File: src/design/tafc_pkg.sv
// Shared types, register indexes and constants for the temperature alert fan controller.
`default_nettype none

package tafc_pkg;

  localparam int unsigned TEMP_W = 20;
  localparam int unsigned TIME_W = 32;
  localparam int unsigned DATA_W = 32;
  localparam int unsigned ADDR_W = 4;
  localparam int unsigned IDX_W  = 2;

  // Mode codes
  localparam logic [1:0] MODE_REST  = 2'd0;
  localparam logic [1:0] MODE_ALERT = 2'd1;
  localparam logic [1:0] MODE_VENT  = 2'd2;

  // Register indexes (byte address = 4 * index)
  localparam logic [IDX_W-1:0] REG_ALERT_THR  = 2'd0;
  localparam logic [IDX_W-1:0] REG_REST_THR   = 2'd1;
  localparam logic [IDX_W-1:0] REG_ALERT_HOLD = 2'd2;
  localparam logic [IDX_W-1:0] REG_VENT_MAX   = 2'd3;

  // Reset values: 28.0 C, 26.0 C, 10 s, 120 s, 20.0 C
  localparam logic [TEMP_W-1:0] ALERT_THR_RST  = 20'd408944;
  localparam logic [TEMP_W-1:0] REST_THR_RST   = 20'd398459;
  localparam logic [TIME_W-1:0] ALERT_HOLD_RST = 32'd10000000;
  localparam logic [TIME_W-1:0] VENT_MAX_RST   = 32'd120000000;
  localparam logic [TEMP_W-1:0] TEMP_RST       = 20'd367002;

  localparam int unsigned BUSY_BIT = 7;

  typedef struct packed {
    logic [TEMP_W-1:0] alert_threshold;
    logic [TEMP_W-1:0] rest_threshold;
    logic [TIME_W-1:0] alert_hold_us;
    logic [TIME_W-1:0] vent_max_us;
  } cfg_t;

  typedef struct packed {
    logic              action;
    logic              read_complete;
    logic [7:0]        sensor_status;
    logic [TEMP_W-1:0] temp_code;
    logic [TIME_W-1:0] now_us;
  } item_t;

endpackage

`default_nettype wire

File: src/design/tafc_regs.sv
// APB configuration registers for the temperature alert fan controller.
`default_nettype none

module tafc_regs
  import tafc_pkg::*;
(
  input  wire logic              clk,
  input  wire logic              rst,
  input  wire logic              psel,
  input  wire logic              penable,
  input  wire logic              pwrite,
  input  wire logic [ADDR_W-1:0] paddr,
  input  wire logic [DATA_W-1:0] pwdata,
  output logic      [DATA_W-1:0] prdata,
  output logic                   pready,
  output cfg_t                   cfg
);

  logic             wr_en;
  logic [IDX_W-1:0] idx;

  assign pready = 1'b1;
  assign wr_en  = psel && penable && pwrite;
  assign idx    = paddr[ADDR_W-1:2];

  always_ff @(posedge clk) begin
    if (rst) begin
      cfg.alert_threshold <= ALERT_THR_RST;
      cfg.rest_threshold  <= REST_THR_RST;
      cfg.alert_hold_us   <= ALERT_HOLD_RST;
      cfg.vent_max_us     <= VENT_MAX_RST;
    end else if (wr_en) begin
      unique case (idx)
        REG_ALERT_THR:  cfg.alert_threshold <= pwdata[TEMP_W-1:0];
        REG_REST_THR:   cfg.rest_threshold  <= pwdata[TEMP_W-1:0];
        REG_ALERT_HOLD: cfg.alert_hold_us   <= pwdata[TIME_W-1:0];
        REG_VENT_MAX:   cfg.vent_max_us     <= pwdata[TIME_W-1:0];
        default: ;
      endcase
    end
  end

  always_comb begin
    prdata = '0;
    unique case (idx)
      REG_ALERT_THR:  prdata = {{(DATA_W-TEMP_W){1'b0}}, cfg.alert_threshold};
      REG_REST_THR:   prdata = {{(DATA_W-TEMP_W){1'b0}}, cfg.rest_threshold};
      REG_ALERT_HOLD: prdata = cfg.alert_hold_us;
      REG_VENT_MAX:   prdata = cfg.vent_max_us;
      default:        prdata = '0;
    endcase
  end

endmodule

`default_nettype wire

File: src/design/tafc_core.sv
// Input register, mode machine and result register of the fan controller.
`default_nettype none

module tafc_core
  import tafc_pkg::*;
(
  input  wire logic              clk,
  input  wire logic              rst,
  input  wire cfg_t              cfg,
  input  wire logic              in_valid,
  output logic                   in_stall,
  input  wire item_t             in_item,
  output logic                   out_valid,
  input  wire logic              out_stall,
  output logic      [1:0]        mode,
  output logic                   fan_on,
  output logic      [TEMP_W-1:0] stored_temp
);

  // Input register
  logic  s1_valid;
  item_t s1_item;
  logic  adv;

  // Controller state
  logic [1:0]        mode_reg, mode_next;
  logic              fan_reg, fan_next;
  logic [TEMP_W-1:0] temp_reg, temp_next;
  logic [TIME_W-1:0] alert_start, alert_start_next;
  logic [TIME_W-1:0] vent_start, vent_start_next;

  logic [TIME_W-1:0] alert_elapsed, vent_elapsed;
  logic              in_take;

  // Advance the held item when the result slot is empty or being drained
  assign adv      = s1_valid && (!out_valid || !out_stall);
  assign in_stall = s1_valid && !adv;
  assign in_take  = in_valid && !in_stall;

  always_ff @(posedge clk) begin
    if (rst) begin
      s1_valid <= 1'b0;
    end else if (in_take) begin
      s1_valid <= 1'b1;
    end else if (adv) begin
      s1_valid <= 1'b0;
    end
  end

  always_ff @(posedge clk) begin
    if (in_take) begin
      s1_item <= in_item;
    end
  end

  assign alert_elapsed = s1_item.now_us - alert_start;
  assign vent_elapsed  = s1_item.now_us - vent_start;

  always_comb begin
    mode_next        = mode_reg;
    fan_next         = fan_reg;
    temp_next        = temp_reg;
    alert_start_next = alert_start;
    vent_start_next  = vent_start;
    if (!s1_item.action) begin
      if (s1_item.read_complete && !s1_item.sensor_status[BUSY_BIT]) begin
        temp_next = s1_item.temp_code;
      end
    end else begin
      unique case (mode_reg)
        MODE_ALERT: begin
          if (temp_reg <= cfg.alert_threshold) begin
            mode_next = MODE_REST;
          end else if (alert_elapsed >= cfg.alert_hold_us) begin
            mode_next       = MODE_VENT;
            vent_start_next = s1_item.now_us;
            fan_next        = 1'b1;
          end
        end
        MODE_VENT: begin
          if (temp_reg < cfg.rest_threshold || vent_elapsed >= cfg.vent_max_us) begin
            mode_next = MODE_REST;
            fan_next  = 1'b0;
          end
        end
        default: begin
          if (temp_reg > cfg.alert_threshold) begin
            mode_next        = MODE_ALERT;
            alert_start_next = s1_item.now_us;
          end
        end
      endcase
    end
  end

  always_ff @(posedge clk) begin
    if (rst) begin
      mode_reg    <= MODE_REST;
      fan_reg     <= 1'b0;
      temp_reg    <= TEMP_RST;
      alert_start <= '0;
      vent_start  <= '0;
    end else if (adv) begin
      mode_reg    <= mode_next;
      fan_reg     <= fan_next;
      temp_reg    <= temp_next;
      alert_start <= alert_start_next;
      vent_start  <= vent_start_next;
    end
  end

  // Result register
  always_ff @(posedge clk) begin
    if (rst) begin
      out_valid <= 1'b0;
    end else if (adv) begin
      out_valid <= 1'b1;
    end else if (!out_stall) begin
      out_valid <= 1'b0;
    end
  end

  always_ff @(posedge clk) begin
    if (adv) begin
      mode        <= mode_next;
      fan_on      <= fan_next;
      stored_temp <= temp_next;
    end
  end

`ifndef SYNTHESIS
  a_fan_matches_mode: assert property (@(posedge clk) disable iff (rst)
    fan_reg == (mode_reg == MODE_VENT))
    else $error("fan level disagrees with mode");

  a_no_rest_to_vent: assert property (@(posedge clk) disable iff (rst)
    (adv && mode_reg == MODE_REST) |=> mode_reg != MODE_VENT)
    else $error("rest went straight to ventilating");

  a_sensor_keeps_mode: assert property (@(posedge clk) disable iff (rst)
    (adv && !s1_item.action) |=> (mode_reg == $past(mode_reg) && fan_reg == $past(fan_reg)))
    else $error("sensor item changed mode or fan");

  a_result_matches_state: assert property (@(posedge clk) disable iff (rst)
    adv |=> (mode == mode_reg && stored_temp == temp_reg && fan_on == fan_reg))
    else $error("result register disagrees with state");
`endif

endmodule

`default_nettype wire

File: src/design/temp_alert_fan_controller.sv
// Top level of the temperature alert fan controller: config registers and core.
// Path: an accepted item is held in the input register, its result is written to the
//   result register, and it transfers out from there when the output is not stalled.
// Throughput: one item per cycle while out_stall is low; the mode machine and both
//   elapsed-time subtractions are combinational between the input and result registers.
// Reset (rst, synchronous): mode rest, fan off, code 367002 (20.0 C), times zero, defaults.
`default_nettype none

module temp_alert_fan_controller
  import tafc_pkg::*;
(
  input  wire logic              clk,
  input  wire logic              rst,
  // Item channel
  input  wire logic              in_valid,
  output logic                   in_stall,
  input  wire logic              action,
  input  wire logic              read_complete,
  input  wire logic [7:0]        sensor_status,
  input  wire logic [TEMP_W-1:0] temp_code,
  input  wire logic [TIME_W-1:0] now_us,
  // Result channel
  output logic                   out_valid,
  input  wire logic              out_stall,
  output logic      [1:0]        mode,
  output logic                   fan_on,
  output logic      [TEMP_W-1:0] stored_temp,
  // Configuration port
  input  wire logic              psel,
  input  wire logic              penable,
  input  wire logic              pwrite,
  input  wire logic [ADDR_W-1:0] paddr,
  input  wire logic [DATA_W-1:0] pwdata,
  output logic      [DATA_W-1:0] prdata,
  output logic                   pready
);

  cfg_t  cfg;
  item_t in_item;

  // Bundle the item fields for the input register
  assign in_item = {action, read_complete, sensor_status, temp_code, now_us};

  // Thresholds and times; the user must write them only while no transfer is in flight (not enforced here)
  tafc_regs u_regs (
    .clk     (clk),
    .rst     (rst),
    .psel    (psel),
    .penable (penable),
    .pwrite  (pwrite),
    .paddr   (paddr),
    .pwdata  (pwdata),
    .prdata  (prdata),
    .pready  (pready),
    .cfg     (cfg)
  );

  // Hold the item, step the mode machine, register the result
  tafc_core u_core (
    .clk         (clk),
    .rst         (rst),
    .cfg         (cfg),
    .in_valid    (in_valid),
    .in_stall    (in_stall),
    .in_item     (in_item),
    .out_valid   (out_valid),
    .out_stall   (out_stall),
    .mode        (mode),
    .fan_on      (fan_on),
    .stored_temp (stored_temp)
  );

endmodule

`default_nettype wire
File: config.mk
export PLATFORM = sky130hd
export DESIGN_NAME = temp_alert_fan_controller
export DESIGN_NICKNAME = d
export VERILOG_FILES = /design/src/design/tafc_pkg.sv /design/src/design/tafc_regs.sv /design/src/design/tafc_core.sv /design/src/design/temp_alert_fan_controller.sv
export SDC_FILE = /design/constraint.sdc
export NUM_CORES = 1
export LEC_CHECK = 0
export BUFFER_PORTS_ARGS = -buffer_cell sky130_fd_sc_hd__clkbuf_2
export CAP_MARGIN = 20
export CORE_MARGIN = 1
export CORE_UTILIZATION = 60
export CTS_CLUSTER_DIAMETER = 50
export DETAILED_ROUTE_END_ITERATION = 10
export PLACE_DENSITY = 0.81
export SETUP_SLACK_MARGIN = 0.3
export SYNTH_ARGS = -nofsm -noshare
export SYNTH_HDL_FRONTEND = slang
export SYNTH_HIERARCHICAL = 1
export SYNTH_SLANG_ARGS = --single-unit
File: constraint.sdc
create_clock -name clk -period 6.12 [get_ports clk]
set_clock_uncertainty 0.1 [all_clocks]
set_input_delay 0.918 -clock clk [delete_from_list [all_inputs] [get_ports clk]]
set_output_delay 0.918 -clock clk [all_outputs]
set_load 0.02 [all_outputs]
==> qor_table.md, run 1 <==
| Result | This run |
|:---|:---|
| Count of port buffers added during placement | 152 |
| WL final | 39.4 mm |
| Adder-cell area share of the yosys netlist | 0.129 |
| Count of cell instances traversed by the critical path | 22 |
| Static Leak | 8.30 nW |
| Total Die Area | 28,200 um^2 |
| Most repeated cell in the gate-level netlist after synthesis | sky130_fd_sc_hd__dfxtp_1 |
| 1st-iter DRT viols | 1,013 |
| Share of the yosys chip area belonging to registers | 0.376 |
| Clock Power Share | 0.417 |
| Run status | finished, final reports clean |
| Final-stage net count | 2,156 |
| Area post-placement | 17,500 um^2 |
| Peak fanout along the critical path | 16 |
| H-tree depth | 2 |
| XOR/XNOR share of the synthesized area | 0.0297 |
| Total power after layout | 4.57 mW |
| Required time worst endpoint | 6.39 ns |
| Hold crit path type | reg -> reg |
| Maximum vdd drop | 0.236 mV |
| Clock root buffer | sky130_fd_sc_hd__clkbuf_16 |
| Synthesized area per cell | 9.51 um^2 |
| Top cells by count, synth | 193 x sky130_fd_sc_hd__dfxtp_1, 188 x sky130_fd_sc_hd__inv_1, 188 x sky130_fd_sc_hd__nor2_1 |
| Drt wl/cell | 17.5 um |
| Worst reg-to-reg setup slack | 0.47 ns |
| Slew at the pin closest to its max-slew limit | 1.12 ns |
| Logic gate share of total power | 0.157 |
| Post-Synthesis Cells | 1,737 |
| Dominant combinational cell family by area after synthesis | simple AND/OR/NAND/NOR gates |
| Worst setup path category | reg -> reg |
| Clock tree from TritonCTS | built |
| Number of cells after detailed placement | 2,177 |
| Wire length of the first global-routing pass | 61.8 mm |
| Maximum number of pins on one net before global-route repair | 89 |
| Power density of the placed cells | 242 nW/um^2 |
| Final Instance Area | 18,900 um^2 |
| Launch point of the critical path | u_core/s1_item[2]$_DFFE_PP_ |
| Combined global-route utilization of all metal layers | 0.272 |
| Compound-gate portion of the synthesized area | 0.118 |
| Core ar. | 27,000 um^2 |
| Flops & latches, synth | 271 |
| Largest regs | u_regs/cfg x104, u_core/s1_item x55 |
| Min Clock Period, post-route | 5.65 ns |
| Library cell occupying the most area in the post-synthesis netlist | sky130_fd_sc_hd__dfxtp_1 |
| Post-route ant nets | 0 |
| Placed wire-length estimate after detailed placement | 28.1 mm |
| Last weighted congestion value of the routability-driven placer | 0.884 |
| Critical path, cell by cell | ha_4 -> o21ai_0 -> a21oi_2 -> a41oi_2 -> a21oi_2 -> o2111ai_2 -> o311a_4 -> o41ai_4 -> a21oi_1 -> xnor2_1 -> ha_1 -> and3_4 -> nand4_1 -> or4_1 -> a211oi_2 -> a211oi_4 -> nor3_2 -> buf_4 -> buf_4 -> buf_12 -> mux2i_1 -> nor2_1 |
| Endpoints failing setup | 0 |
| Total global routing overflow | 0 |
| Final cycle utilization of the critical path | 0.923 |
| Max Clock Freq | 177 MHz |
| Cell class contributing the biggest share of worst-path delay | compound AO/OA/AOI/OAI gates |
| DR vias/cell | 5.77 |
| Data arrival, critical path | 5.91 ns |
| Startpoint of the most critical hold path | u_core/vent_start[14]$_SDFFE_PP0P_ |
| Top_reg_cell synth | sky130_fd_sc_hd__dfxtp_1 |
| I/O pins | 163 |
| Area share of the leading cell type in the synthesized netlist | 0.234 |
| Number of vias after detailed routing | 12,971 |
| Count of clock tree sinks | 271 |
| Flop pwr share | 0.427 |
| Area added between synthesis and finish | 14.3% |
| Reg-to-reg critical path endpoint | u_core/vent_start[2]$_SDFFE_PP0P_ |
| Internal power | 3.35 mW |
| Number of non-filler instances in the completed layout | 2,249 |
| Number of warnings issued by yosys | 6 |
| Starting utilization of the core area | 0.613 |
| Kind of capture point of the worst setup path | flop |
| Number of buffers and inverters on the critical path | 3 |
| Hold path cells | 2 |
| Switching portion of total power | 0.267 |
| Number of flip-flops under the largest register name | 104 |
| Depth of the worst register-to-register path | 22 |
| Most flop-heavy register | u_regs/cfg |
| Proportion of register bits with asynchronous set or reset after synthesis | 0 |
| Vias in the first global route | 12,357 |
| Count of flip-flops with a built-in enable after synthesis | 78 |
| Fraction of layout cells with a size suffix above 1 | 0.166 |
| Unique masters post-synth | 76 |
| Number of standard-cell rows in the floorplan | 60 |
| Horizontal die dimension | 168 um |
| Final hold violation count | 0 |
| Worst slew margin | 0.249 |
| Register clock-pin slew on the reported worst setup and hold paths | 0.05 ns |
| Number of remaining DRC errors | 0 |
| Max incr delay on CP | 0.58 ns |
| Mux cell area share after synthesis | 0.134 |
| Slowest library cell on the worst path | sky130_fd_sc_hd__or4_1 |
| Post-Syn Nets | 2,011 |
| Worst Setup Start Kind | flop |
| Synthesized-area fraction occupied by and/or/nand/nor cells | 0.149 |
| Clk_lat worst skew | 0.52 ns |
| Final number of max-transition violations | 0 |
| Unrepaired setup endpoints after global routing | false |
| Net switching power | 1.22 mW |
| Cell area after synthesis | 16,500 um^2 |
| Worst-case clock buffer depth | 3 |
| Detailed-router iteration count before antenna repair | 7 |
| Capture point of the critical path | u_core/vent_start[2]$_SDFFE_PP0P_ |
| Final TNS setup | 0 ns |
| Die H | 168 um |
| Clock buffers created by TritonCTS | 34 |
| Quantity of hold-fixing buffers added after cts | 0 |
| Top cells by area, synth | sky130_fd_sc_hd__dfxtp_1 23%, sky130_fd_sc_hd__edfxtp_1 14%, sky130_fd_sc_hd__ha_1 13% |
| Max-capacitance violation count | 0 |
| Number of antenna violations at the first check in global routing | 0 |
| Launching point of the worst reg2reg path | u_core/s1_item[2]$_DFFE_PP_ |
## repair_timing
item / in CTS / in global routing
pin swaps: 1 / 13
resized for setup: 4 / 38
cloned: 1 / 0
buffers inserted: 2 / 7
setup endpoints to repair: 33 / 38
## cells by family (layout without fill, tap and decap cells)
kind of cell	Yosys count	after routing
AO/OA/AOI/OAI	304	304
XOR/XNOR	56	56
adder cells (fa/ha/maj)	169	169
buffers and inverters	254	424
flip-flops	271	271
multiplexers	194	194
other	1	2
AND/OR/NAND/NOR	488	488
## how the worst min path moves through the flow
stage                                               endpoint  slack [ns]
after floorplan                u_core/out_valid$_SDFFE_PP0P_        0.35
after global placement         u_core/out_valid$_SDFFE_PP0P_        0.36
after detailed placement  u_core/vent_start[14]$_SDFFE_PP0P_        0.38
after CTS                 u_core/vent_start[14]$_SDFFE_PP0P_        0.39
after global routing             u_regs/cfg[19]$_SDFFE_PP0P_        0.40
final                     u_core/vent_start[14]$_SDFFE_PP0P_        0.39
## area by class of cell
type / count / area, um^2
Sequential cell: 271 / 6210
Antenna cell: 1 / 2.50
Clock buffer: 51 / 957
Inverter: 189 / 709
Multi-Input combinational cell: 1212 / 9480
Tap cell: 341 / 427
Clock inverter: 10 / 118
Timing Repair Buffer: 174 / 970
Fill cell: 1980 / 8080
## stage by stage
| stage | util | setup WS (ns) | hold slack, ns |
|---|---|---|---|
| floorplan | - | 0.948 | 0.351 |
| global placement | 0.649 | 0.343 | 0.365 |
| detailed placement | 0.649 | 0.197 | 0.378 |
| CTS | 0.691 | 0.316 | 0.393 |
| global route | 0.700 | 0.219 | 0.401 |
| finish | 0.700 | 0.471 | 0.387 |
## tightest hold or removal path, cell delays in order, from the launching register on
cell,delay [ns]
sky130_fd_sc_hd__dfxtp_1,0.32
sky130_fd_sc_hd__mux2i_1,0.06
sky130_fd_sc_hd__nor2_1,0.07
## placed cells by master (no fill, tap or decap), types with 41 or more instances in the layout
cell,synthesis,final
sky130_fd_sc_hd__nor2_1,188,188
sky130_fd_sc_hd__mux2i_1,155,155
sky130_fd_sc_hd__o21ai_0,62,58
sky130_fd_sc_hd__clkbuf_2,0,151
sky130_fd_sc_hd__dfxtp_1,193,193
sky130_fd_sc_hd__ha_1,167,159
sky130_fd_sc_hd__inv_1,188,187
sky130_fd_sc_hd__xnor2_1,41,41
sky130_fd_sc_hd__a21o_1,58,58
sky130_fd_sc_hd__nand2b_1,87,87
sky130_fd_sc_hd__nand2_1,55,55
sky130_fd_sc_hd__a21oi_1,86,81
sky130_fd_sc_hd__nor2b_1,49,48
sky130_fd_sc_hd__edfxtp_1,78,78
## power by group through the flow
stage | clock [mW] | sequential, mW | combinational [mW]
after floorplan | 0 | 1.98 | 0.485
after global placement | 0 | 1.98 | 0.648
after detailed placement | 0 | 1.99 | 0.672
after CTS | 1.94 | 1.95 | 0.681
after global routing | 2.01 | 1.96 | 0.786
final | 1.91 | 1.95 | 0.717
## layer usage
layer / track usage / wire, um / part of all wire / vias up
met5: 0 / 0 / 0 / -
met1: 0.367 / 17700 / 0.45 / 6105
li1: - / - / - / 6352
met3: 0.0433 / 2610 / 0.066 / 82
met4: 0.104 / 1300 / 0.033 / 0
met2: 0.441 / 17900 / 0.45 / 432
No activity file was read; power rests on OpenSTA's default activity.
==> run 2: changes to the inputs <==
- CORE_ASPECT_RATIO: default -> 1.5
==> run 2 against run 1 <==
Compared with the run above: worst hold slack improved by 0.0024 ns; routed wire length decreased by 0.72%; sequential share of layout area increased by 0.21 points; critical path type unchanged; global-route usage about the same; critical endpoint is now u_core/mode_reg[0]$_SDFFE_PP0P_.
==> qor_table.md, run 2 (synthesized netlist as in run 1, its figures left out) <==
| Result | This run | Delta |
|:---|:---|:---|
| Clk_lat worst skew | 0.55 ns | +0.03 ns |
| Max incr delay on CP | 0.46 ns | -0.12 ns |
| Horizontal die dimension | 137 um | -18% |
| Top library cells by usage in the layout, fill and taps aside | 193 x sky130_fd_sc_hd__dfxtp_1, 188 x sky130_fd_sc_hd__nor2_1, 188 x sky130_fd_sc_hd__inv_1 |  |
| Clock Power Share | 0.392 | -0.025 |
| Most frequent standard cell in the layout excluding fill and tap cells | sky130_fd_sc_hd__dfxtp_1 |  |
| Required time worst endpoint | 6.47 ns | +0.08 ns |
| DR vias/cell | 5.68 | -1.5% |
| Max Clock Freq | 177 MHz | about the same |
| Final-stage net count | 2,152 | -0.19% |
| Kind of capture point of the worst setup path | flop |  |
| Worst setup path category | reg -> reg |  |
| Detailed-router iteration count before antenna repair | 5 | -2 |
| Largest regs | u_regs/cfg x104, u_core/s1_item x55 |  |
| Starting utilization of the core area | 0.609 | -0.00401 |
| Wire length of the first global-routing pass | 60.9 mm | -1.5% |
| Setup slack after layout | 0.473 ns | +0.00233 ns |
| H-tree depth | 1 | -1 |
| Worst-case clock buffer depth | 3 | unchanged |
| Vias in the first global route | 12,517 | +1.3% |
| Net switching power | 1.17 mW | -4.0% |
| Min Clock Period, post-route | 5.65 ns | -0.00233 ns |
| Final cycle utilization of the critical path | 0.923 | about the same |
| Maximum vdd drop | 0.277 mV | +17% |
| Cell type with the highest occurrence count on the critical path | sky130_fd_sc_hd__a21oi_1 |  |
| Number of buffers and inverters on the critical path | 1 | -2 |
| Most flop-heavy register | u_regs/cfg |  |
| Unrepaired setup endpoints after global routing | false |  |
| Number of antenna violations at the first check in global routing | 0 | unchanged |
| Clock tree from TritonCTS | built |  |
| Static Leak | 8.26 nW | -0.42% |
| Logic gate share of total power | 0.163 | +0.006 |
| Number of flip-flops under the largest register name | 104 | unchanged |
| Switching portion of total power | 0.268 | +0.00126 |
| Power density of the placed cells | 233 nW/um^2 | -3.9% |
| Global-route met1 utilization | 0.326 | -0.0406 |
| Combined global-route utilization of all metal layers | 0.273 | about the same |
| I/O pins | 163 | unchanged |
| Last weighted congestion value of the routability-driven placer | 0.921 | +4.3% |
| Global-route layer with the greatest usage | met2 |  |
| 1st-iter DRT viols | 685 | -32% |
| Run status | finished, final reports clean |  |
| Internal power | 3.20 mW | -4.7% |
| Data arrival, critical path | 5.99 ns | +0.08 ns |
| Count of antenna diodes in the layout | 0 | -1 |
| Die H | 205 um | +22% |
| Endpoints failing setup | 0 | unchanged |
| Area added between synthesis and finish | 13.6% |  |
| Number of standard-cell rows in the floorplan | 74 | +23% |
| Final number of max-transition violations | 0 | unchanged |
| Slowest library cell on the worst path | sky130_fd_sc_hd__edfxtp_1 |  |
| Fraction of layout cells with a size suffix above 1 | 0.165 | -0.00149 |
| Worst slew margin | 0.293 | +0.0439 |
| Placed wire-length estimate after detailed placement | 28.2 mm | +0.51% |
| Clock buffers created by TritonCTS | 28 | -18% |
| Total Die Area | 28,200 um^2 | about the same |
| Cell class contributing the biggest share of worst-path delay | compound AO/OA/AOI/OAI gates |  |
| Hold crit path type | reg -> reg |  |
| Number of vias after detailed routing | 12,731 | -1.9% |
| Number of remaining DRC errors | 0 | unchanged |
| Total global routing overflow | 0 | unchanged |
| Met3 track demand over resource | 0.0281 | -0.0152 |
| WL final | 39.1 mm | -0.72% |
| Count of clock tree sinks | 271 | unchanged |
| Critical path, cell by cell | buf_4 -> ha_1 -> o21a_1 -> o31ai_2 -> a21oi_1 -> a2111o_1 -> a41o_1 -> a311o_1 -> a311o_1 -> or4_1 -> nand4_1 -> ha_1 -> a21oi_1 -> nor2b_1 -> o21ai_0 -> o2111ai_1 -> a21oi_1 -> o31ai_1 -> o21ai_2 -> a21oi_1 -> a221oi_1 |  |
| Slew at the pin closest to its max-slew limit | 1.06 ns | -0.0654 ns |
| Drt wl/cell | 17.5 um | -0.41% |
| Count of port buffers added during placement | 152 | unchanged |
| Clock root buffer | sky130_fd_sc_hd__clkbuf_16 |  |
| Met2 track utilization from global routing | 0.489 | +0.0476 |
| Worst Setup Start Kind | flop |  |
| Final TNS setup | 0 ns | unchanged |
| Maximum number of pins on one net before global-route repair | 155 | +74% |
| Flop pwr share | 0.446 | +0.019 |
| Max-capacitance violation count | 0 | unchanged |
| Register clock-pin slew on the reported worst setup and hold paths | 0.06 ns | about the same |
| Post-layout utilization of the core | 0.691 | -0.00892 |
| Post-route ant nets | 0 | unchanged |
| Post-placement setup slack | 0.0604 ns | -0.136 ns |
| Final hold violation count | 0 | unchanged |
| Core ar. | 27,100 um^2 | +0.66% |
| Peak fanout along the critical path | 5 | -11 |
run 2: cell type report:
class / instances / area, um^2
clock buffer: 39 / 823
fill: 2030 / 8370
inverter: 189 / 709
multi-input combinational: 1212 / 9450
timing repair buffer: 176 / 1030
sequential: 271 / 6210
clock inverter: 13 / 110
tap: 342 / 428
run 2: timing repair:
| item | CTS | global route |
|---|---|---|
| hold buffers | 0 | 0 |
| hold endpoints to repair | 0 | 0 |
| pin swaps | 1 | 12 |
| setup buffers | 4 | 5 |
| cloned | 1 | 1 |
| resized for setup | 10 | 28 |
| endpoints found under the setup margin | 33 | 38 |
run 2: metal layers:
| metal | routed length [um] | vias up |
|---|---|---|
| met2 | 19500 | 338 |
| li1 | - | 6320 |
| met5 | 0 | - |
| met4 | 1590 | 0 |
| met3 | 1730 | 77 |
| met1 | 16300 | 5996 |
run 2: worst paths after layout:
check / to / slack, ns / depth (start not counted) / from
setup / recovery: u_core/mode_reg[0]$_SDFFE_PP0P_ / 0.47 / 21 / u_core/s1_item[2]$_DFFE_PP_
hold / removal: u_core/vent_start[3]$_SDFFE_PP0P_ / 0.39 / 2 / u_core/vent_start[3]$_SDFFE_PP0P_
setup reg to reg: u_core/mode_reg[0]$_SDFFE_PP0P_ / 0.47 / 21 / u_core/s1_item[2]$_DFFE_PP_
hold reg to reg: u_core/vent_start[3]$_SDFFE_PP0P_ / 0.39 / 2 / u_core/vent_start[3]$_SDFFE_PP0P_
run 2: power by group through the flow:
stage / combinational [mW] / clock, mW / sequential (mW)
2_1_floorplan: 0.485 / 0 / 1.98
3_3_place_gp: 0.653 / 0 / 1.98
3_5_place_dp: 0.676 / 0 / 1.98
4_1_cts: 0.689 / 1.74 / 1.95
5_1_grt: 0.787 / 1.81 / 1.95
6_report: 0.710 / 1.71 / 1.95
run 2: per-stage QoR:
step,power [mW],cells,area (um^2),hold slack (ns)
floorplan,2.47,1737,16500,0.351
global placement,2.64,2178,17500,0.371
detailed placement,2.66,2178,17500,0.381
CTS,4.38,2235,18500,0.396
global route,4.55,2242,18800,0.412
finish,4.37,2242,18800,0.389
run 2: worst register-to-register path: stages, from the launching register on:
cell and delay (ns):
sky130_fd_sc_hd__edfxtp_1 0.46, sky130_fd_sc_hd__buf_4 0.17, sky130_fd_sc_hd__ha_1 0.34, sky130_fd_sc_hd__o21a_1 0.21, sky130_fd_sc_hd__o31ai_2 0.08, sky130_fd_sc_hd__a21oi_1 0.17
sky130_fd_sc_hd__a2111o_1 0.46, sky130_fd_sc_hd__a41o_1 0.32, sky130_fd_sc_hd__a311o_1 0.38, sky130_fd_sc_hd__a311o_1 0.41, sky130_fd_sc_hd__or4_1 0.43, sky130_fd_sc_hd__nand4_1 0.13
sky130_fd_sc_hd__ha_1 0.25, sky130_fd_sc_hd__a21oi_1 0.16, sky130_fd_sc_hd__nor2b_1 0.07, sky130_fd_sc_hd__o21ai_0 0.16, sky130_fd_sc_hd__o2111ai_1 0.19, sky130_fd_sc_hd__a21oi_1 0.29
sky130_fd_sc_hd__o31ai_1 0.16, sky130_fd_sc_hd__o21ai_2 0.23, sky130_fd_sc_hd__a21oi_1 0.08, sky130_fd_sc_hd__a221oi_1 0.29
==> run 3: changes to the inputs <==
- CTS_CLUSTER_DIAMETER: 50 -> default
- RECOVER_POWER: default -> 100
==> run 3 against run 2 <==
Compared with the run above: the run now ends with max-capacitance violations, max-slew violations left; global-route usage shrank 0.29 points; critical path depth is 3 higher; utilization down 1.6 points; worst hold slack improved by 0.0048 ns; register-to-register slack lost 0.13 ns; design area shrank 2.4%; flip-flop and latch count unchanged; non-clock buffer count shrank 6; critical path type unchanged; highest routed layer unchanged.
==> qor_table.md, run 3 (synthesized netlist as in run 1, its figures left out) <==
| Result | This run | Delta |
|:---|:---|:---|
| Post-placement setup slack | 0.0604 ns | unchanged |
| Clock buffers created by TritonCTS | 26 | -7.1% |
| WL final | 38.4 mm | -2.0% |
| Drt wl/cell | 17.2 um | -1.5% |
| Most flop-heavy register | u_regs/cfg |  |
| Count of port buffers added during placement | 152 | unchanged |
| Fraction of layout cells with a size suffix above 1 | 0.104 | -0.0610 |
| Starting utilization of the core area | 0.609 | unchanged |
| Wire length of the first global-routing pass | 60.1 mm | -1.3% |
| Logic gate share of total power | 0.164 | about the same |
| Critical path, cell by cell | inv_1 -> ha_1 -> inv_1 -> fa_1 -> a21oi_1 -> o22ai_1 -> o21bai_1 -> a211oi_2 -> o22ai_1 -> o21ai_1 -> o21ai_0 -> o21ai_0 -> xor2_1 -> ha_1 -> and3_1 -> nand4_1 -> or4_1 -> a211oi_2 -> a211oi_1 -> nor3_4 -> buf_4 -> buf_16 -> mux2i_1 -> nor2_1 |  |
| Filler cell count in the final layout | 2,136 | +5.2% |
| Launching point of the worst reg2reg path | u_core/s1_item[0]$_DFFE_PP_ |  |
| Core ar. | 27,100 um^2 | unchanged |
| Max Clock Freq | 173 MHz | -2.2% |
| Number of remaining DRC errors | 0 | unchanged |
| Final cycle utilization of the critical path | 0.944 | +0.0210 |
| Post-route ant nets | 0 | unchanged |
| Total global routing overflow | 0 | unchanged |
| Startpoint of the most critical hold path | u_core/vent_start[3]$_SDFFE_PP0P_ |  |
| Worst slew margin | -1.22 | -1.51 |
| Clock tree from TritonCTS | built |  |
| Hold path cells | 2 | unchanged |
| Worst hold path endpoint | u_core/vent_start[3]$_SDFFE_PP0P_ |  |
| Worst-case clock buffer depth | 3 | unchanged |
| Final TNS setup | 0 ns | unchanged |
| Placed wire-length estimate after detailed placement | 28.2 mm | unchanged |
| Setup slack after layout | 0.345 ns | -0.129 ns |
| Clock root buffer | sky130_fd_sc_hd__clkbuf_16 |  |
| Final hold violation count | 0 | unchanged |
| 1st-iter DRT viols | 677 | -1.2% |
| Register clock-pin slew on the reported worst setup and hold paths | 0.07 ns | about the same |
| Depth of the worst register-to-register path | 24 | +14% |
| Kind of capture point of the worst setup path | flop |  |
| Count of antenna diodes in the layout | 0 | unchanged |
| Count of clock tree sinks | 271 | unchanged |
| Area added between synthesis and finish | 10.9% |  |
| Worst Setup Start Kind | flop |  |
| H-tree depth | 1 | unchanged |
| Static Leak | 7.95 nW | -3.9% |
| Top library cells by usage in the layout, fill and taps aside | 193 x sky130_fd_sc_hd__dfxtp_1, 189 x sky130_fd_sc_hd__inv_1, 188 x sky130_fd_sc_hd__nor2_1 |  |
| Number of cells after detailed placement | 2,178 | unchanged |
| Horizontal die dimension | 137 um | unchanged |
| Most frequent standard cell in the layout excluding fill and tap cells | sky130_fd_sc_hd__dfxtp_1 |  |
| Required time worst endpoint | 6.35 ns | -0.12 ns |
| Largest regs | u_regs/cfg x104, u_core/s1_item x55 |  |
| Internal power | 3.07 mW | -3.8% |
| Last weighted congestion value of the routability-driven placer | 0.921 | unchanged |
| Slew at the pin closest to its max-slew limit | 3.33 ns | +2.28 ns |
| Unrepaired setup endpoints after global routing | true |  |
| Run status | finished, violations left |  |
| Number of flip-flops under the largest register name | 104 | unchanged |
| Hold crit path type | reg -> reg |  |
| Total Die Area | 28,200 um^2 | unchanged |
| Reg-to-reg critical path endpoint | u_core/vent_start[30]$_SDFFE_PP0P_ |  |
| Min Clock Period, post-route | 5.78 ns | +0.129 ns |
| Clock Power Share | 0.372 | -0.020 |
| Number of standard-cell rows in the floorplan | 74 | unchanged |
| Tightest hold margin | 0.394 ns | +0.00480 ns |
| Number of antenna violations at the first check in global routing | 0 | unchanged |
| Clk_lat worst skew | 0.54 ns | about the same |
| Post-layout utilization of the core | 0.675 | -0.0163 |
| Switching portion of total power | 0.268 | about the same |
| Vias in the first global route | 12,511 | -0.048% |
| Number of vias after detailed routing | 12,648 | -0.65% |
| Number of non-filler instances in the completed layout | 2,232 | -0.45% |
| Flop pwr share | 0.464 | +0.018 |
| Data arrival, critical path | 6.00 ns | about the same |
| Peak fanout along the critical path | 16 | +11 |
| Final number of max-transition violations | 439 | +439 |
| Worst reg-to-reg setup slack | 0.34 ns | -0.13 ns |
| I/O pins | 163 | unchanged |
| Violations in the final reports | max-capacitance violations, max-slew violations |  |
| Area post-placement | 17,500 um^2 | unchanged |
| Total power after layout | 4.20 mW | -3.9% |
| Detailed-router iteration count before antenna repair | 5 | unchanged |
| Final Instance Area | 18,300 um^2 | -2.4% |
| Net switching power | 1.13 mW | -3.9% |
| Slowest library cell on the worst path | sky130_fd_sc_hd__or4_1 |  |
| Power density of the placed cells | 229 nW/um^2 | -1.5% |
| Max-capacitance violation count | 7 | +7 |
| Maximum vdd drop | 0.275 mV | -0.74% |
| Max incr delay on CP | 0.57 ns | +0.11 ns |
| Worst setup path category | reg -> reg |  |
| Combined global-route utilization of all metal layers | 0.270 | -0.00291 |
| DR vias/cell | 5.67 | -0.21% |
| Final-stage net count | 2,144 | -0.37% |
| Endpoints failing setup | 0 | unchanged |
| Die H | 205 um | unchanged |
| Maximum number of pins on one net before global-route repair | 155 | unchanged |
run 3: cell types whose count changed in the layout (fill, tap and decap cells not counted), sizes merged:
cell,delta
buf,-13
clkbuf,+4
clkinv,+2
inv,-2
clkinvlp,-1
run 3: per-layer routing:
| metal | track usage | vias up | share of wire |
|---|---|---|---|
| met1 | 0.319 | 5900 | 0.42 |
| met2 | 0.469 | 349 | 0.49 |
| met4 | 0.141 | 0 | 0.048 |
| met3 | 0.0355 | 95 | 0.050 |
| met5 | 0 | - | 0 |
| li1 | - | 6304 | - |
run 3: worst max path at each step:
stage | start | to | slack [ns] | depth (start not counted)
after floorplan | u_core/s1_item[1]$_DFFE_PP_ | u_core/vent_start[10]$_SDFFE_PP0P_ | 0.95 | 20
after global placement | u_core/s1_item[1]$_DFFE_PP_ | u_core/vent_start[19]$_SDFFE_PP0P_ | 0.17 | 20
after detailed placement | u_core/s1_item[1]$_DFFE_PP_ | u_core/vent_start[20]$_SDFFE_PP0P_ | 0.06 | 20
after CTS | u_core/s1_item[2]$_DFFE_PP_ | u_core/vent_start[30]$_SDFFE_PP0P_ | 0.32 | 21
after global routing | u_core/s1_item[0]$_DFFE_PP_ | u_core/vent_start[30]$_SDFFE_PP0P_ | 0.12 | 24
final | u_core/s1_item[0]$_DFFE_PP_ | u_core/vent_start[30]$_SDFFE_PP0P_ | 0.34 | 24
run 3: cell type report:
cell class | instances | area [um^2] | area share
Sequential cell | 271 | 6210 | 0.339
Clock buffer | 36 | 729 | 0.0398
Inverter | 189 | 709 | 0.0387
Multi-Input combinational cell | 1212 | 9310 | 0.509
Tap cell | 342 | 428 | 0.0234
Clock inverter | 12 | 87.6 | 0.00478
Timing Repair Buffer | 170 | 838 | 0.0458
run 3: power groups by stage:
stage / Sequential, mW / Clock, mW / Combinational [mW]
2_1_floorplan: 1.98 / 0 / 0.485
3_3_place_gp: 1.98 / 0 / 0.653
3_5_place_dp: 1.98 / 0 / 0.676
4_1_cts: 1.94 / 1.59 / 0.686
5_1_grt: 1.95 / 1.66 / 0.767
6_report: 1.95 / 1.56 / 0.690
run 3: worst max-delay path: cells and delay by family, from the launching register on:
family / cells / cell delay [ns]
adders and majority gates: 3 / 0.89
DFF: 1 / 0.39
and+or+nand+nor: 5 / 1.19
AOI/OAI and AO/OA: 10 / 2.00
buffers and inverters: 4 / 0.58
muxes: 1 / 0.20
xor gates and xnor gates: 1 / 0.17
run 3: repair_timing:
item | CTS | global route
gates cloned | 1 | 0
setup buffers | 3 | 1
hold buffers | 0 | 0
endpoints found under the hold margin | 0 | 0
gates resized for setup | 6 | 15
setup endpoints to repair | 33 | 38
pin swaps | 1 | 5
